**src/rtl/kls_pkg.sv**
```systemverilog
package kls_pkg;

	typedef enum logic [3:0] {
		KIND_KEYWORD = 4'd0,
		KIND_IDENT   = 4'd1,
		KIND_NUMBER  = 4'd2,
		KIND_SEMI    = 4'd3,
		KIND_LPAREN  = 4'd4,
		KIND_RPAREN  = 4'd5,
		KIND_LBRACK  = 4'd6,
		KIND_RBRACK  = 4'd7,
		KIND_LBRACE  = 4'd8,
		KIND_RBRACE  = 4'd9,
		KIND_DOT     = 4'd10,
		KIND_COMMA   = 4'd11
	} kind_t;

	typedef enum logic [1:0] {
		ERR_NONE         = 2'd0,
		ERR_HASH_START   = 2'd1,
		ERR_LETTER_DIGIT = 2'd2,
		ERR_ILLEGAL      = 2'd3
	} err_t;

	localparam int NUM_KEYWORDS = 4;
	localparam int TEXT_W       = 64;
	localparam int TEXT_BYTES   = 8;
	localparam int LEN_W        = 8;

	localparam logic [LEN_W-1:0] LEN_MAX = 8'd255;

	localparam logic [7:0] CH_UPPER_A = 8'd65;
	localparam logic [7:0] CH_UPPER_Z = 8'd90;
	localparam logic [7:0] CH_LOWER_A = 8'd97;
	localparam logic [7:0] CH_LOWER_Z = 8'd122;
	localparam logic [7:0] CH_HASH    = 8'd35;
	localparam logic [7:0] CH_UNDER   = 8'd95;
	localparam logic [7:0] CH_DOLLAR  = 8'd36;
	localparam logic [7:0] CH_DIGIT_0 = 8'd48;
	localparam logic [7:0] CH_DIGIT_9 = 8'd57;
	localparam logic [7:0] CH_SPACE   = 8'd32;
	localparam logic [7:0] CH_SEMI    = 8'd59;
	localparam logic [7:0] CH_LPAREN  = 8'd40;
	localparam logic [7:0] CH_RPAREN  = 8'd41;
	localparam logic [7:0] CH_LBRACK  = 8'd91;
	localparam logic [7:0] CH_RBRACK  = 8'd93;
	localparam logic [7:0] CH_LBRACE  = 8'd123;
	localparam logic [7:0] CH_RBRACE  = 8'd125;
	localparam logic [7:0] CH_DOT     = 8'd46;
	localparam logic [7:0] CH_COMMA   = 8'd44;

	localparam logic [TEXT_W-1:0] KW0_RESET = 64'd7630441;
	localparam logic [TEXT_W-1:0] KW1_RESET = 64'd1852399981;
	localparam logic [TEXT_W-1:0] KW2_RESET = 64'd1684631414;
	localparam logic [TEXT_W-1:0] KW3_RESET = 64'd499850898534;

	typedef enum logic [1:0] {
		REG_KEYWORD_0 = 2'd0,
		REG_KEYWORD_1 = 2'd1,
		REG_KEYWORD_2 = 2'd2,
		REG_KEYWORD_3 = 2'd3
	} reg_idx_t;

	typedef logic [NUM_KEYWORDS-1:0][TEXT_W-1:0] kw_arr_t;

	typedef struct packed {
		kind_t             kind;
		logic [1:0]        kidx;
		logic [TEXT_W-1:0] text;
		logic [LEN_W-1:0]  len;
		logic              trunc;
		err_t              err;
		logic              last;
	} tok_t;

	typedef struct packed {
		logic v0;
		logic v1;
		tok_t t0;
		tok_t t1;
	} pair_t;

	typedef struct packed {
		logic  hit;
		kind_t kind;
	} punct_t;

	function automatic punct_t punct_decode(logic [7:0] c);
		punct_t p;
		p.hit = 1'b1;
		p.kind = KIND_SEMI;
		unique case (c)
			CH_SEMI:   p.kind = KIND_SEMI;
			CH_LPAREN: p.kind = KIND_LPAREN;
			CH_RPAREN: p.kind = KIND_RPAREN;
			CH_LBRACK: p.kind = KIND_LBRACK;
			CH_RBRACK: p.kind = KIND_RBRACK;
			CH_LBRACE: p.kind = KIND_LBRACE;
			CH_RBRACE: p.kind = KIND_RBRACE;
			CH_DOT:    p.kind = KIND_DOT;
			CH_COMMA:  p.kind = KIND_COMMA;
			default:   p.hit = 1'b0;
		endcase
		return p;
	endfunction

endpackage

```
**src/rtl/kls_core.sv**
```systemverilog
module kls_core #(
	parameter int MAX_TOKEN_CHARS = 8
) (
	input  logic           clk,
	input  logic           arst_n,
	input  logic           in_valid,
	output logic           in_ready,
	input  logic [7:0]     char_in,
	input  kls_pkg::kw_arr_t kw,
	input  logic           room,
	output logic           push,
	output kls_pkg::pair_t pair
);
	import kls_pkg::*;

	logic              valid_s1;
	logic [7:0]        char_s1;
	logic              in_word_q, in_number_q, halted_q;
	logic [TEXT_W-1:0] text_q;
	logic [LEN_W-1:0]  len_q;

	logic              proc;
	logic              is_alpha, wordch, digit, trunc;
	punct_t            pd;
	logic [TEXT_W-1:0] app_text;
	logic [LEN_W-1:0]  app_len;
	tok_t              pend_tok, second_tok;
	logic              do_append, do_clear, emit_pend, has_second;
	logic              nxt_word, nxt_number;
	err_t              err;

	assign proc     = valid_s1 && room;
	assign in_ready = !valid_s1 || proc;
	assign push     = proc;

	always_ff @(posedge clk or negedge arst_n) begin
		if (!arst_n) begin
			valid_s1 <= 1'b0;
		end else if (in_valid && in_ready) begin
			valid_s1 <= 1'b1;
		end else if (proc) begin
			valid_s1 <= 1'b0;
		end
	end

	always_ff @(posedge clk) begin
		if (in_valid && in_ready) begin
			char_s1 <= char_in;
		end
	end

	assign is_alpha = (char_s1 >= CH_UPPER_A && char_s1 <= CH_UPPER_Z) ||
	                  (char_s1 >= CH_LOWER_A && char_s1 <= CH_LOWER_Z);
	assign wordch   = is_alpha || char_s1 == CH_HASH || char_s1 == CH_UNDER ||
	                  char_s1 == CH_DOLLAR;
	assign digit    = char_s1 >= CH_DIGIT_0 && char_s1 <= CH_DIGIT_9;
	assign pd       = punct_decode(char_s1);
	assign trunc    = len_q > LEN_W'(MAX_TOKEN_CHARS);
	assign app_len  = (len_q == LEN_MAX) ? len_q : len_q + 8'd1;

	always_comb begin
		for (int i = 0; i < TEXT_BYTES; i++) begin
			if (i < MAX_TOKEN_CHARS && len_q == LEN_W'(i)) begin
				app_text[i*8 +: 8] = char_s1;
			end else begin
				app_text[i*8 +: 8] = text_q[i*8 +: 8];
			end
		end
	end

	// pending word or number as a token
	always_comb begin
		pend_tok       = '0;
		pend_tok.kind  = in_word_q ? KIND_IDENT : KIND_NUMBER;
		pend_tok.text  = text_q;
		pend_tok.len   = len_q;
		pend_tok.trunc = trunc;
		pend_tok.err   = ERR_NONE;
		if (in_word_q && !trunc) begin
			priority if (text_q == kw[0]) begin
				pend_tok.kind = KIND_KEYWORD;
				pend_tok.kidx = 2'd0;
			end else if (text_q == kw[1]) begin
				pend_tok.kind = KIND_KEYWORD;
				pend_tok.kidx = 2'd1;
			end else if (text_q == kw[2]) begin
				pend_tok.kind = KIND_KEYWORD;
				pend_tok.kidx = 2'd2;
			end else if (text_q == kw[3]) begin
				pend_tok.kind = KIND_KEYWORD;
				pend_tok.kidx = 2'd3;
			end else begin
				pend_tok.kind = KIND_IDENT;
			end
		end
	end

	always_comb begin
		err        = ERR_NONE;
		do_append  = 1'b0;
		do_clear   = 1'b0;
		emit_pend  = 1'b0;
		nxt_word   = in_word_q;
		nxt_number = in_number_q;
		if (!halted_q) begin
			if (wordch) begin
				if (!in_word_q && char_s1 == CH_HASH) begin
					err = ERR_HASH_START;
				end else if (in_number_q && !in_word_q) begin
					err = ERR_LETTER_DIGIT;
				end else begin
					do_append = 1'b1;
					nxt_word  = 1'b1;
				end
			end else if (digit) begin
				do_append  = 1'b1;
				nxt_number = !in_word_q;
			end else begin
				do_clear  = 1'b1;
				emit_pend = in_word_q || in_number_q;
				if (!pd.hit && char_s1 != CH_SPACE) begin
					err = ERR_ILLEGAL;
				end
			end
		end
	end

	always_comb begin
		second_tok = '0;
		if (err != ERR_NONE) begin
			second_tok.kind = KIND_KEYWORD;
			second_tok.err  = err;
		end else begin
			second_tok.kind = pd.kind;
			second_tok.text = TEXT_W'(char_s1);
			second_tok.len  = 8'd1;
			second_tok.err  = ERR_NONE;
		end
		has_second = (err != ERR_NONE) || (!halted_q && !wordch && !digit && pd.hit);

		pair = '0;
		if (emit_pend) begin
			pair.v0 = 1'b1;
			pair.t0 = pend_tok;
			pair.v1 = has_second;
			pair.t1 = second_tok;
		end else begin
			pair.v0 = has_second;
			pair.t0 = second_tok;
		end
		pair.t0.last = !pair.v1;
		pair.t1.last = 1'b1;
	end

	always_ff @(posedge clk or negedge arst_n) begin
		if (!arst_n) begin
			in_word_q   <= 1'b0;
			in_number_q <= 1'b0;
			halted_q    <= 1'b0;
			text_q      <= '0;
			len_q       <= '0;
		end else if (proc) begin
			if (do_clear || err != ERR_NONE) begin
				in_word_q   <= 1'b0;
				in_number_q <= 1'b0;
				text_q      <= '0;
				len_q       <= '0;
			end else if (do_append) begin
				in_word_q   <= nxt_word;
				in_number_q <= nxt_number;
				text_q      <= app_text;
				len_q       <= app_len;
			end
			if (err != ERR_NONE) begin
				halted_q <= 1'b1;
			end
		end
	end

endmodule

```
**src/rtl/kls_outbuf.sv**
```systemverilog
module kls_outbuf (
	input  logic           clk,
	input  logic           arst_n,
	input  logic           push,
	input  kls_pkg::pair_t pair,
	output logic           room,
	output logic           token_valid,
	input  logic           token_ready,
	output kls_pkg::tok_t  head
);
	import kls_pkg::*;

	logic valid_a_q, valid_b_q;
	tok_t tok_a_q, tok_b_q;
	logic pop;

	assign pop         = valid_a_q && token_ready;
	assign room        = !valid_a_q || (pop && !valid_b_q);
	assign token_valid = valid_a_q;
	assign head        = tok_a_q;

	always_ff @(posedge clk or negedge arst_n) begin
		if (!arst_n) begin
			valid_a_q <= 1'b0;
			valid_b_q <= 1'b0;
		end else if (push && pair.v0) begin
			valid_a_q <= 1'b1;
			valid_b_q <= pair.v1;
		end else if (pop) begin
			valid_a_q <= valid_b_q;
			valid_b_q <= 1'b0;
		end
	end

	always_ff @(posedge clk) begin
		if (push && pair.v0) begin
			tok_a_q <= pair.t0;
			tok_b_q <= pair.t1;
		end else if (pop && valid_b_q) begin
			tok_a_q <= tok_b_q;
		end
	end

endmodule

```
**src/rtl/keyword_lexer_stream.sv**
```systemverilog
// Keyword lexer, one character per word on the input channel.
// Input: in_valid/in_ready carry char_in. Output: token_valid/token_ready carry one
// token per word (kind, keyword index, text, length, truncation flag, error code,
// last_of_run on the final token caused by a character).
// Config: cfg_we writes cfg_data into keyword register cfg_index (0..3) at once;
// write only while the block is idle.
// An accepted character is registered, then its tokens go to the result register.
// Throughput: one character per cycle while the result register has room;
// punctuation or an illegal character that closes a word or number yields two
// tokens, holding input while the second drains from the two-slot result register.
// The character register takes a new character while results wait downstream;
// when the receiver stalls, tokens hold steady and input stops after one more.
// Reset: keyword registers load int, main, void, float; pending text and the
// halt flag clear. An error token halts the block: later characters are taken
// and dropped until reset. A pending token is not flushed at end of input.
module keyword_lexer_stream #(
	parameter int MAX_TOKEN_CHARS = 8
) (
	input  logic        clk,
	input  logic        arst_n,
	input  logic        in_valid,
	output logic        in_ready,
	input  logic [7:0]  char_in,
	output logic        token_valid,
	input  logic        token_ready,
	output logic [3:0]  token_kind,
	output logic [1:0]  keyword_index,
	output logic [63:0] token_text,
	output logic [7:0]  token_length,
	output logic        text_truncated,
	output logic [1:0]  error_code,
	output logic        last_of_run,
	input  logic        cfg_we,
	input  logic [1:0]  cfg_index,
	input  logic [63:0] cfg_data
);
	import kls_pkg::*;

	kw_arr_t kw_q;
	pair_t   pair;
	tok_t    head;
	logic    room, push;

	always_ff @(posedge clk or negedge arst_n) begin
		if (!arst_n) begin
			kw_q[0] <= KW0_RESET;
			kw_q[1] <= KW1_RESET;
			kw_q[2] <= KW2_RESET;
			kw_q[3] <= KW3_RESET;
		end else if (cfg_we) begin
			unique case (reg_idx_t'(cfg_index))
				REG_KEYWORD_0: kw_q[0] <= cfg_data;
				REG_KEYWORD_1: kw_q[1] <= cfg_data;
				REG_KEYWORD_2: kw_q[2] <= cfg_data;
				REG_KEYWORD_3: kw_q[3] <= cfg_data;
				default: ;
			endcase
		end
	end

	kls_core #(
		.MAX_TOKEN_CHARS(MAX_TOKEN_CHARS)
	) u_core (
		.clk      (clk),
		.arst_n   (arst_n),
		.in_valid (in_valid),
		.in_ready (in_ready),
		.char_in  (char_in),
		.kw       (kw_q),
		.room     (room),
		.push     (push),
		.pair     (pair)
	);

	kls_outbuf u_outbuf (
		.clk         (clk),
		.arst_n      (arst_n),
		.push        (push),
		.pair        (pair),
		.room        (room),
		.token_valid (token_valid),
		.token_ready (token_ready),
		.head        (head)
	);

	assign token_kind     = head.kind;
	assign keyword_index  = head.kidx;
	assign token_text     = head.text;
	assign token_length   = head.len;
	assign text_truncated = head.trunc;
	assign error_code     = head.err;
	assign last_of_run    = head.last;

endmodule

```
**config.mk**
```make
export PLATFORM = sky130hd
export DESIGN_NAME = keyword_lexer_stream
export DESIGN_NICKNAME = d
export VERILOG_FILES = /design/src/rtl/kls_pkg.sv /design/src/rtl/kls_core.sv /design/src/rtl/kls_outbuf.sv /design/src/rtl/keyword_lexer_stream.sv
export SDC_FILE = /design/constraint.sdc
export NUM_CORES = 1
export LEC_CHECK = 0
export BUFFER_PORTS_ARGS = -buffer_cell sky130_fd_sc_hd__buf_2
export CAP_MARGIN = 20
export CORE_MARGIN = 5
export CORE_UTILIZATION = 35
export CTS_CLUSTER_DIAMETER = 50
export DETAILED_ROUTE_END_ITERATION = 8
export PLACE_DENSITY = 0.61
export REMOVE_ABC_BUFFERS = 1
export SYNTH_ARGS = -nofsm -noshare
export SYNTH_HDL_FRONTEND = slang
export SYNTH_SLANG_ARGS = --single-unit
export TNS_END_PERCENT = 10
```
**constraint.sdc**
```tcl
create_clock -name clk -period 4.9 [get_ports clk]
set_clock_uncertainty 0.1 [all_clocks]
set_input_delay 0.735 -clock clk [delete_from_list [all_inputs] [get_ports clk]]
set_output_delay 0.735 -clock clk [all_outputs]
set_load 0.005 [all_outputs]
```
* Yosys cells after proc, flatten, opt, wreduce, memory -nomap -nowiden
Cells that the tools add are included.
** Storage, ports and cells
- Register bits after elaboration :: 505
- Input port bits :: 79
- Word-level logic and storage cells :: 207
- Output and inout bits :: 84
** Cells by class
- Magnitude comparators :: 7
- Add/sub/neg operators :: 1
- Equality and inequality tests :: 33
- Muxes and demuxes :: 64
- Reduce and logical (&&, ||, !) cells :: 69
** Operator list (number)
- $eq 64x64->1 :: 4
- $mux 82 :: 3
- $mux 64 :: 2
- $mux 8 :: 11
- $eq 8x6->1 const B :: 7
- $eq 8x7->1 const B :: 5
- $eq 8x3->1 const B :: 4
- $mux 1 :: 32
- $pmux 4 s8 :: 1
- $reduce_bool 2->1 :: 15
- $reduce_and 3->1 :: 9
- $mux 6 :: 4
- $mux 2 :: 9
- $eq 8x2->1 const B :: 2
- $ge 8x7->1 const B :: 2
- $le 8x7->1 const B :: 2
- $logic_and 1x1->1 :: 16
- $mux 16 :: 1
- $logic_not 1->1 :: 10
- $ne 2x2->1 const B :: 5
- $reduce_and 2->1 :: 5
- $logic_or 1x1->1 :: 9
- $reduce_or 9->1 :: 1
- $add 8x1->8 const B :: 1
- 13 further kinds :: 14

* Logic depth before layout (Yosys ltp)
Gate-level depths: netlist (run 1).
- Depth in word-level cells :: 14
- Depth in mapped cells :: 11
- Gate-level depth less buffers :: 8

* Hierarchy
Synthesis (run 1) repeated with hierarchy kept, for this count alone.
** Unflattened totals
- Cell total of the unflattened synthesis :: 1736
- Area, all modules :: 24109.4 µm²
** Modules (own cells, without submodules)
- keyword_lexer_stream :: sequential area each 6492.5 µm², times used 1, area an instance 9893.2 µm², cells an instance 543
- kls_core :: sequential area each 2142.1 µm², times used 1, area an instance 7957.6 µm², cells an instance 927
- kls_outbuf :: sequential area each 4974.8 µm², times used 1, area an instance 6258.5 µm², cells an instance 266

* Least setup slack after synthesis (run 1)
Ideal clock, no wire load.
- Path type :: reg2reg
- Start point :: register u_core.char_s1[7]
- End point :: register u_outbuf.tok_a_q, in the netlist u_outbuf.head[0] (enable)
- Stages on the path, launching flop included :: 8
- Required time :: 4.357 ns
- Slack :: 0.638 ns
- Path buffers :: 0
- Clock period less this slack :: 4.262 ns
- Library setup time :: 0.443 ns
- Data arrival time :: 3.720 ns
- Cells stage by stage :: edfxtp_1 -> or4b_4 -> nor4b_4 -> nor2_1 -> o2bb2ai_4 -> nand2_2 -> a31o_4 -> nand2_1
** Between the ends
- Word-level cells in the longest chain between the ends :: 14
- Elaborated cells on any way between the ends :: 49
- Those cells by class :: order compare (6); eq/ne (13); mux (10); reduce/logical (20)
** Ends and longest elaborated chain
- start, declared :: line kls_core.sv:17 : logic [7:0] char_s1;
- start signal, assigned :: line kls_core.sv:48 : char_s1 <= char_in;
- $eq 8x6->1 (tied with other cells) :: line kls_pkg.sv:92 : unique case (c)
- $reduce_or 9->1 (no line) (tied with other cells)
- $mux 1 or $logic_or 1x1->1 (tied branches) :: line kls_pkg.sv:92, kls_core.sv:52
- $logic_not 1->1 or $logic_or 1x1->1 (tied branches) :: line kls_core.sv:121, kls_core.sv:54
- $logic_and 1x1->1 or $logic_or 1x1->1 (tied branches) :: line kls_core.sv:121, kls_core.sv:54
- $mux 2 or $logic_or 1x1->1 (tied branches) :: line kls_core.sv:121, kls_core.sv:54
- $mux 2 or $logic_not 1->1 (tied branches) :: line kls_core.sv:115, kls_core.sv:139
- $mux 2 or $logic_and 1x1->1 (tied branches) :: line kls_core.sv:106, kls_core.sv:139
- $mux 2 or $logic_and 1x1->1 (tied branches) :: line kls_core.sv:105, kls_core.sv:139
- $reduce_bool 2->1 or $logic_and 1x1->1 (tied branches) :: line kls_core.sv:139 : has_second = (err != ERR_NONE) || (!halted_q && !wordch && !digit && pd.hit);
- $logic_or 1x1->1 :: line kls_core.sv:139
- $mux 1 * :: line kls_core.sv:142 : if (emit_pend) begin
- $logic_and 1x1->1 * :: line kls_outbuf.sv:36 : if (push && pair.v0) begin
- $reduce_bool 2->1 (no line) *
- end signal, assigned :: line kls_outbuf.sv:37 : tok_a_q <= pair.t0;
- end signal, assigned :: line kls_outbuf.sv:40 : tok_a_q <= tok_b_q;
- end, declared :: line kls_outbuf.sv:14 : tok_t tok_a_q, tok_b_q;
Every way passes the cells marked *; elsewhere a longest branch is shown, timed or not.
A chain may end at the register's enable or synchronous reset.

* Worst setup path after layout (run 1)
- Start point :: register u_core.char_s1[3]
- End point :: register u_outbuf.tok_b_q[78] (netlist bit), data pin
** Between the ends
- Word-level cells in the longest chain between the ends :: 11
- Elaborated cells on any way between the ends :: 42
- Those cells by class :: order compare (6); eq/ne (13); mux (11); reduce/logical (12)
** Ends and longest elaborated chain
- $eq 8x6->1 or $eq 8x7->1 (tied branches) :: line kls_pkg.sv:92
- $reduce_or 9->1 (no line)
- $mux 1 :: line kls_pkg.sv:92
- $logic_not 1->1 :: line kls_core.sv:121 : if (!pd.hit && char_s1 != CH_SPACE) begin
- $logic_and 1x1->1 :: line kls_core.sv:121
- $mux 2 :: line kls_core.sv:121
- $mux 2 :: line kls_core.sv:115 : end else if (digit) begin
- $mux 2 :: line kls_core.sv:106 : if (wordch) begin
- $mux 2 :: line kls_core.sv:105 : if (!halted_q) begin
- $reduce_bool 2->1 :: line kls_core.sv:130 : if (err != ERR_NONE) begin
- $mux 4 :: line kls_core.sv:130
- end signal, assigned :: line kls_outbuf.sv:38 : tok_b_q <= pair.t1;
- end, declared :: line kls_outbuf.sv:14
Several ways; a longest one is shown, not always the timed one.

==> flow_summary.toml, run 1 <==
[setup_path]
cp_cell_sequence = "inv_1 > or3_1 > a32oi_1 > and3_1 > nand2_1 > a21oi_1"
critPathTopFamily = "simple AND/OR/NAND/NOR gates"
critPathMaxFanout = 26
cp.arrival_ns = 4.43
reg2reg_from = "u_core.char_s1[3]"
required_ns = 5.22
critPathBufInv = 1
worst_setup_path_end_kind = "flop"
worst_setup_path_start_kind = "flop"
crit_start = "u_core.char_s1[3]"
cpPeakStageDelay_ns = 0.99
cp_slowest_cell = "and3_1"
critPathKind = "flop to flop"

[synth]
syn_inst = 1526
synthMuxAreaShare_pct = 14.9
synth_compound_area_share_pct = 5.19
yosysTopAreaCell = "dfrtp_1"
yosysUniqueCellTypes = 66
yosysWarnings = 0
synth_xor_area_share_pct = 11.1
synth.yosys.seq_area_share_pct = 57.3
synth_area_leaders = "dfrtp_1, edfxtp_1, mux2_2"
synthAdderAreaFrac_pct = 0.247
ys_ff_latch = 439
synth_top_family_by_area = "multiplexers"
yosys.area_share.simple_pct = 8.21
ys.flop_type = "dfrtp_1"
syn-cell-area_um2 = 20200
synth_top_area_share_pct = 32.8
synthArstFlopShare_pct = 76.1
synth_edf_count = 105
avgSynthCellArea_um2 = 13.3

[clock_tree]
clockBufferDepth = 3
htree_levels = 2
cts_tree = "built"
hold_buffers = 0
cts_made_buffers = 49
clockRootBuffer = "clkbuf_16"
clkTransAtPathRegs_ns = 0.06
post_cts_buffers = 0
clk-insertion-delay-late_ns = 0.59
cts-resized-gates = 0
numClockSinks = 439

[floorplanning]
die_h_um = 250
initial_core_util_pct = 35.2
io-pin-count = 163
std_cell_rows = 88
core_area_um2 = 57500
die_w_um = 250
dieArea_um2 = 62700

[detailed_routing]
wl_um = 61500
wl_per_cell_um = 25.2
vias = 12800
vias_per_cell = 5.26
drc_errors = 0
drt_iter0_markers = 1084
detail-route-antenna-nets = 0
dr.pass1.iters = 5

[finish]
syn_to_final_growth_pct = 15.8
postLayoutCoreUtil_pct = 40.7
final_nets = 1711
fillCellCount = 5418
drive_gt1_share_pct = 36.4
multiInputGateArea_um2 = 8070
seq_area_um2 = 11600

[power_and_ir_drop]
intPower_w = 0.00801
power.density_nw_per_um2 = 498
p_sw_w = 0.00367
pwr-share-comb_pct = 20.8
switching_share_pct = 31.4
pwr-share-clk_pct = 34.1
p_seq_share_pct = 45.1
peakVddDrop_v = 0.000297
p_leak_nw = 10.2

[timing]
rsz0062_at_grt = "no"
slew_violations = 0
worstMarginPinSlew_ns = 1.12
worst_slack_ns = 0.788
max_freq_ghz = 0.243
relSlewSlack_pct = 25.1
hold_violations = 0
period_share_pct = 83.9
setup_viol = 0
fin_crit_ns = 4.11

[outcome]
status = "finished, final reports clean"

[global_route]
grt_pass1_vias = 13200
grt_pass1_wl_um = 90900
antenna_found_initial = 4
grt_usage_pct = 19.2
grt_start_max_net_pins = 91
grt-ovfl-total = 0

[min_path]
worstHoldPathType = "input pin to asynchronous set/reset pin"

[placement]
place_congestion = 0.892
post-place-ws_ns = 0.966
hpwl_um = 43300
portBuffers = 162

[flow_run]
cap_violations = 0
## kinds of logic (layout without fill, tap and decap cells)
family / after synthesis / in the layout
AO/OA/AOI/OAI: 124 / 124
XOR/XNOR: 257 / 257
adder cells (fa/ha/maj): 4 / 4
buffers and inverters: 142 / 285
flip-flops: 439 / 439
multiplexers: 268 / 268
other: 1 / 3
AND/OR/NAND/NOR: 291 / 291
## final timing paths
check	to	slack, ns	depth (start not counted)
worst max-delay path	u_outbuf.tok_b_q[78]	0.79	6
worst min-delay path	kw_q[96]	0.06	1
worst max register to register	u_outbuf.tok_b_q[78]	0.79	6
worst min register to register	kw_q[73]	0.42	1
max in group asynchronous	kw_q[126]	3.54	2
min in group clk	u_core.char_s1[2]	0.22	1
## worst reg2reg max path: stages, from the launching register on
cell and delay [ns]:
edfxtp_1 0.88, inv_1 0.29, or3_1 0.42, a32oi_1 0.38, and3_1 0.99, nand2_1 0.57, a21oi_1 0.30
## flip-flops by register name (all words and copies together), names as in the netlist
name / count
u_core.char_s1: 8
u_core.text_q: 64
u_core.in_number_q: 1
u_core.in_word_q: 1
u_core.valid_s1: 1
u_core.len_q: 8
u_outbuf.valid_b_q: 1
kw_q: 256
u_outbuf.token_valid: 1
u_core.halted_q: 1
u_outbuf.tok_b_q: 15
u_outbuf.head: 82
## synth_stat cells, types with 7 or more instances
library cell	count
nor4_1	68
o2bb2ai_1	22
dfrtp_1	265
mux2_1	8
nor2_1	31
edfxtp_1	105
a21oi_1	12
inv_1	13
nand2_1	45
dfstp_2	69
nand4_1	18
nor3_1	11
a32o_1	30
buf_1	7
mux2_2	260
clkbuf_1	104
nand3_1	9
and3_1	9
a21o_1	8
buf_2	9
xor2_1	257
o21ai_0	8
and2_1	74
a22o_1	9
o31ai_1	9
## layout make-up
class	instances	area share [%]
inverters	14	0.235
diodes	2	0.0214
multi-input cells	945	34.4
well taps	765	4.09
clock inverters	22	1.34
flip-flops and latches	439	49.5
repair buffers	179	4.21
clock buffers	70	6.14
## routing by layer
layer  wire length (µm)  vias up  track usage (%)
met4               1840        6             6.25
li1                   -     5617                -
met3               3560       94             3.36
met5                 51        -                0
met2              29100      417             31.1
met1              26900     6682             26.4
## power groups by stage
stage          sequential, W  clock (W)  combinational (W)
2_1_floorplan        0.00511          0            0.00147
3_3_place_gp         0.00530          0            0.00240
3_5_place_dp         0.00533          0            0.00243
4_1_cts              0.00527    0.00405            0.00245
5_1_grt              0.00535    0.00418            0.00262
6_report             0.00527    0.00398            0.00242
## stage by stage
| stage | hold WS (ns) | power, W | instance area (µm²) | setup TNS (ns) | std cells |
|---|---|---|---|---|---|
| global route | 0.114 | 0.0121 | 23400 | 0 | 2434 |
| finish | 0.0568 | 0.0117 | 23400 | 0 | 2436 |
| global placement | 0.407 | 0.00771 | 21700 | 0 | 2342 |
| detailed placement | 0.412 | 0.00775 | 21700 | 0 | 2342 |
| floorplan | 0.339 | 0.00658 | 19700 | -88.20 | 1398 |
| CTS | 0.0785 | 0.0118 | 23400 | 0 | 2434 |
## cell usage in the layout (no fill, tap or decap), types with 3 or more instances in the layout
cell and count:
or3_1 3, clkbuf_16 52, a22o_1 9, bufinv_16 7, nor2b_1 3, inv_6 3, buf_2 161, dfstp_2 69
o2bb2ai_1 22, edfxtp_1 105, o21ai_1 4, inv_1 13, buf_4 14, a31oi_1 3, clkbuf_8 7, mux2_2 260
nand2_1 44, a32o_1 30, nor2_1 31, mux2_1 8, xor2_1 257, and3_1 9, o31ai_1 9, dfrtp_1 265
and2_1 74, o21ai_0 8, nor3_1 11, clkinv_2 6, a21o_1 8, nand4_1 18, nand3_1 8, a21oi_1 12
clkbuf_1 11, nor4_1 68, or2_2 3, nand2b_1 4, ha_1 4, buf_12 3
Power figures use the tool's default switching activity.
==> run 2, diff against run 1 <==
--- a/config.mk
+++ b/config.mk
@@ -5,6 +5,7 @@
 export SDC_FILE = /design/constraint.sdc
 export NUM_CORES = 1
 export LEC_CHECK = 0
+export ABC_AREA = 1
 export BUFFER_PORTS_ARGS = -buffer_cell sky130_fd_sc_hd__buf_2
 export CAP_MARGIN = 20
 export CORE_MARGIN = 5
==> constraint.sdc (replaced) <==
create_clock -name clk -period 4.24 [get_ports clk]
set_clock_uncertainty 0.1 [all_clocks]
set_input_delay 0.636 -clock clk [delete_from_list [all_inputs] [get_ports clk]]
set_output_delay 0.636 -clock clk [all_outputs]
set_load 0.005 [all_outputs]
==> flow_summary.toml, run 2 <==
[timing]
relSlewSlack_pct = 42.3
max_freq_ghz = 0.292
tns_ns = 0
slew_violations = 0
worst_slack_ns = 0.814
rsz0062_at_grt = "no"
fin_crit_ns = 3.43
setup_viol = 0
period_share_pct = 80.8
worstMarginPinSlew_ns = 0.866
hold_violations = 0
hold_ws_ns = 0.138

[finish]
seq_area_um2 = 11600
syn_to_final_growth_pct = 14.1
drive_gt1_share_pct = 13.4
fillCellCount = 6057
top_register = "kw_q"
n_antenna_cell = 0
mostFrequentLayoutCell = "nand2_1"
multiInputGateArea_um2 = 7960
layout_common_cells = "nand2_1, o21ai_0, dfrtp_1"
final_nets = 2636
largest_reg_flops = 256
postLayoutCoreUtil_pct = 40.0

[global_route]
grt_pass1_wl_um = 92600
antenna_found_initial = 0
grt_usage_pct = 17.6
grt_pass1_vias = 16200
grt-ovfl-total = 0
grt_start_max_net_pins = 99

[setup_path]
cp_cell_sequence = "inv_2 > nand3_1 > nor2_1 > nor2_1 > nand2_1 > nor2_1 > nand3_2 > nand4_1 > nand2_1 > nand2_4 > buf_12"
critPathBufInv = 2
reg2reg_from = "u_core.char_s1[4]"
cp.depth = 11
r2r_cells = 11
critPathKind = "flop to flop"
worst_setup_path_start_kind = "flop"
critPathTopFamily = "simple AND/OR/NAND/NOR gates"
r2r-end = "u_outbuf.head[13]"
required_ns = 4.40
cp_slowest_cell = "edfxtp_1"
cp_common_cell = "nor2_1"
r2r_setup_slack_ns = 0.81
cp.arrival_ns = 3.59
worst_setup_path_end_kind = "flop"
cpPeakStageDelay_ns = 0.81
critPathMaxFanout = 34

[clock_tree]
clockRootBuffer = "clkbuf_16"
cts-resized-gates = 0
cts_made_buffers = 50
clockBufferDepth = 3
cts_tree = "built"
numClockSinks = 439
htree_levels = 2
post_cts_buffers = 0
clk-insertion-delay-late_ns = 0.59
hold_buffers = 1
clkTransAtPathRegs_ns = 0.05

[detailed_routing]
wl_um = 58200
dr.pass1.iters = 6
vias = 16000
vias_per_cell = 4.74
wl_per_cell_um = 17.2
drc_errors = 0
detail-route-antenna-nets = 0
drt_iter0_markers = 1397

[floorplanning]
die_w_um = 255
initial_core_util_pct = 35.1
io-pin-count = 163
std_cell_rows = 90
dieArea_um2 = 65200
die_h_um = 255
core_area_um2 = 60000

[synth]
synthArstFlopShare_pct = 76.1
synth_edf_count = 105
syn_inst = 2471
avgSynthCellArea_um2 = 8.53
yosysWarnings = 0
synth.yosys.seq_area_share_pct = 55.1
ys_ff_latch = 439
yosysTopAreaCell = "dfrtp_1"
synth.cells.most_frequent = "nand2_1, o21ai_0, dfrtp_1, inv_1, nor2_1"
synth_top_area_share_pct = 31.5
synth_area_leaders = "dfrtp_1, edfxtp_1, nand2_1"
ys.flop_type = "dfrtp_1"
yosysUniqueCellTypes = 34
post-synth-top-count-cell = "nand2_1"
syn-cell-area_um2 = 21100

[placement]
place_congestion = 0.868
hpwl_um = 42000
portBuffers = 162
post-place-ws_ns = 0.857

[min_path]
worstHoldPathType = "input pin to flop"
min_path_cells = 1
hold_path_end = "u_core.char_s1[2]"
hp-start = "char_in[2]"

[power_and_ir_drop]
p_sw_w = 0.00273
intPower_w = 0.00771
pwr-share-comb_pct = 11.4
power_w = 0.0104
power.density_nw_per_um2 = 434
p_seq_share_pct = 48.9
pwr-share-clk_pct = 39.7
p_leak_nw = 10.7
peakVddDrop_v = 0.000300
switching_share_pct = 26.2

[flow_run]
cap_violations = 0

[outcome]
status = "finished, final reports clean"
==> run 2: logic make-up (layout without fill, tap and decap cells) <==
| group | after synthesis | after routing | share of synthesized area, % |
|---|---|---|---|
| buffers and inverters | 389 | 511 | 7.45 |
| XOR/XNOR | 201 | 201 | 8.36 |
| AO/OA/AOI/OAI | 298 | 298 | 7.13 |
| adder cells (fa/ha/maj) | 4 | 4 | 0.238 |
| AND/OR/NAND/NOR | 1139 | 1139 | 21.8 |
| flip-flops | 439 | 439 | 55.1 |
| other | 1 | 1 | 0.0178 |
==> run 2: area by class of cell <==
| type | count | area share [%] |
|---|---|---|
| Timing Repair Buffer | 180 | 4.30 |
| Clock inverter | 16 | 0.536 |
| Sequential cell | 439 | 48.3 |
| Clock buffer | 76 | 6.00 |
| Tap cell | 782 | 4.07 |
| Multi-Input combinational cell | 1643 | 33.1 |
| Inverter | 239 | 3.73 |
==> run 2: power by group through the flow <==
stage | clock [W] | combinational, W | sequential, W
2_1_floorplan | 0 | 0.000832 | 0.00511
3_3_place_gp | 0 | 0.00117 | 0.00515
3_5_place_dp | 0 | 0.00120 | 0.00518
4_1_cts | 0.00424 | 0.00121 | 0.00511
5_1_grt | 0.00441 | 0.00138 | 0.00516
6_report | 0.00414 | 0.00119 | 0.00511
==> run 2: worst max-delay path by stage <==
stage	from	to	slack [ns]
finish	u_core.char_s1[4]	u_outbuf.head[13]	0.81
global route	u_core.char_s1[4]	u_outbuf.head[16]	0.56
CTS	u_core.char_s1[3]	u_outbuf.head[65]	0.82
detailed placement	u_core.char_s1[3]	u_outbuf.head[13]	0.86
global placement	u_core.char_s1[3]	u_outbuf.head[79]	0.91
floorplan	u_core.char_s1[0]	u_outbuf.head[0]	-0.1
==> run 2: routing by layer <==
| metal | GRT usage [%] | up-vias | routed length [µm] |
|---|---|---|---|
| li1 | - | 7889 | - |
| met1 | 24.6 | 7639 | 26800 |
| met2 | 28.7 | 372 | 27200 |
| met3 | 2.92 | 88 | 2820 |
| met4 | 4.54 | 0 | 1370 |
| met5 | 0 | - | 0 |
==> run 2: metrics by stage <==
step | instance area (µm²) | instances
CTS | 24000 | 3375
global route | 24000 | 3375
global placement | 22500 | 3282
finish | 24000 | 3375
detailed placement | 22500 | 3282
floorplan | 20400 | 2321
==> run 2: worst register-to-register path, cell delays in order, from the launching register on <==
cell	delay [ns]
edfxtp_1	0.81
inv_2	0.20
nand3_1	0.23
nor2_1	0.09
nor2_1	0.19
nand2_1	0.07
nor2_1	0.15
nand3_2	0.26
nand4_1	0.19
nand2_1	0.12
nand2_4	0.35
buf_12	0.33
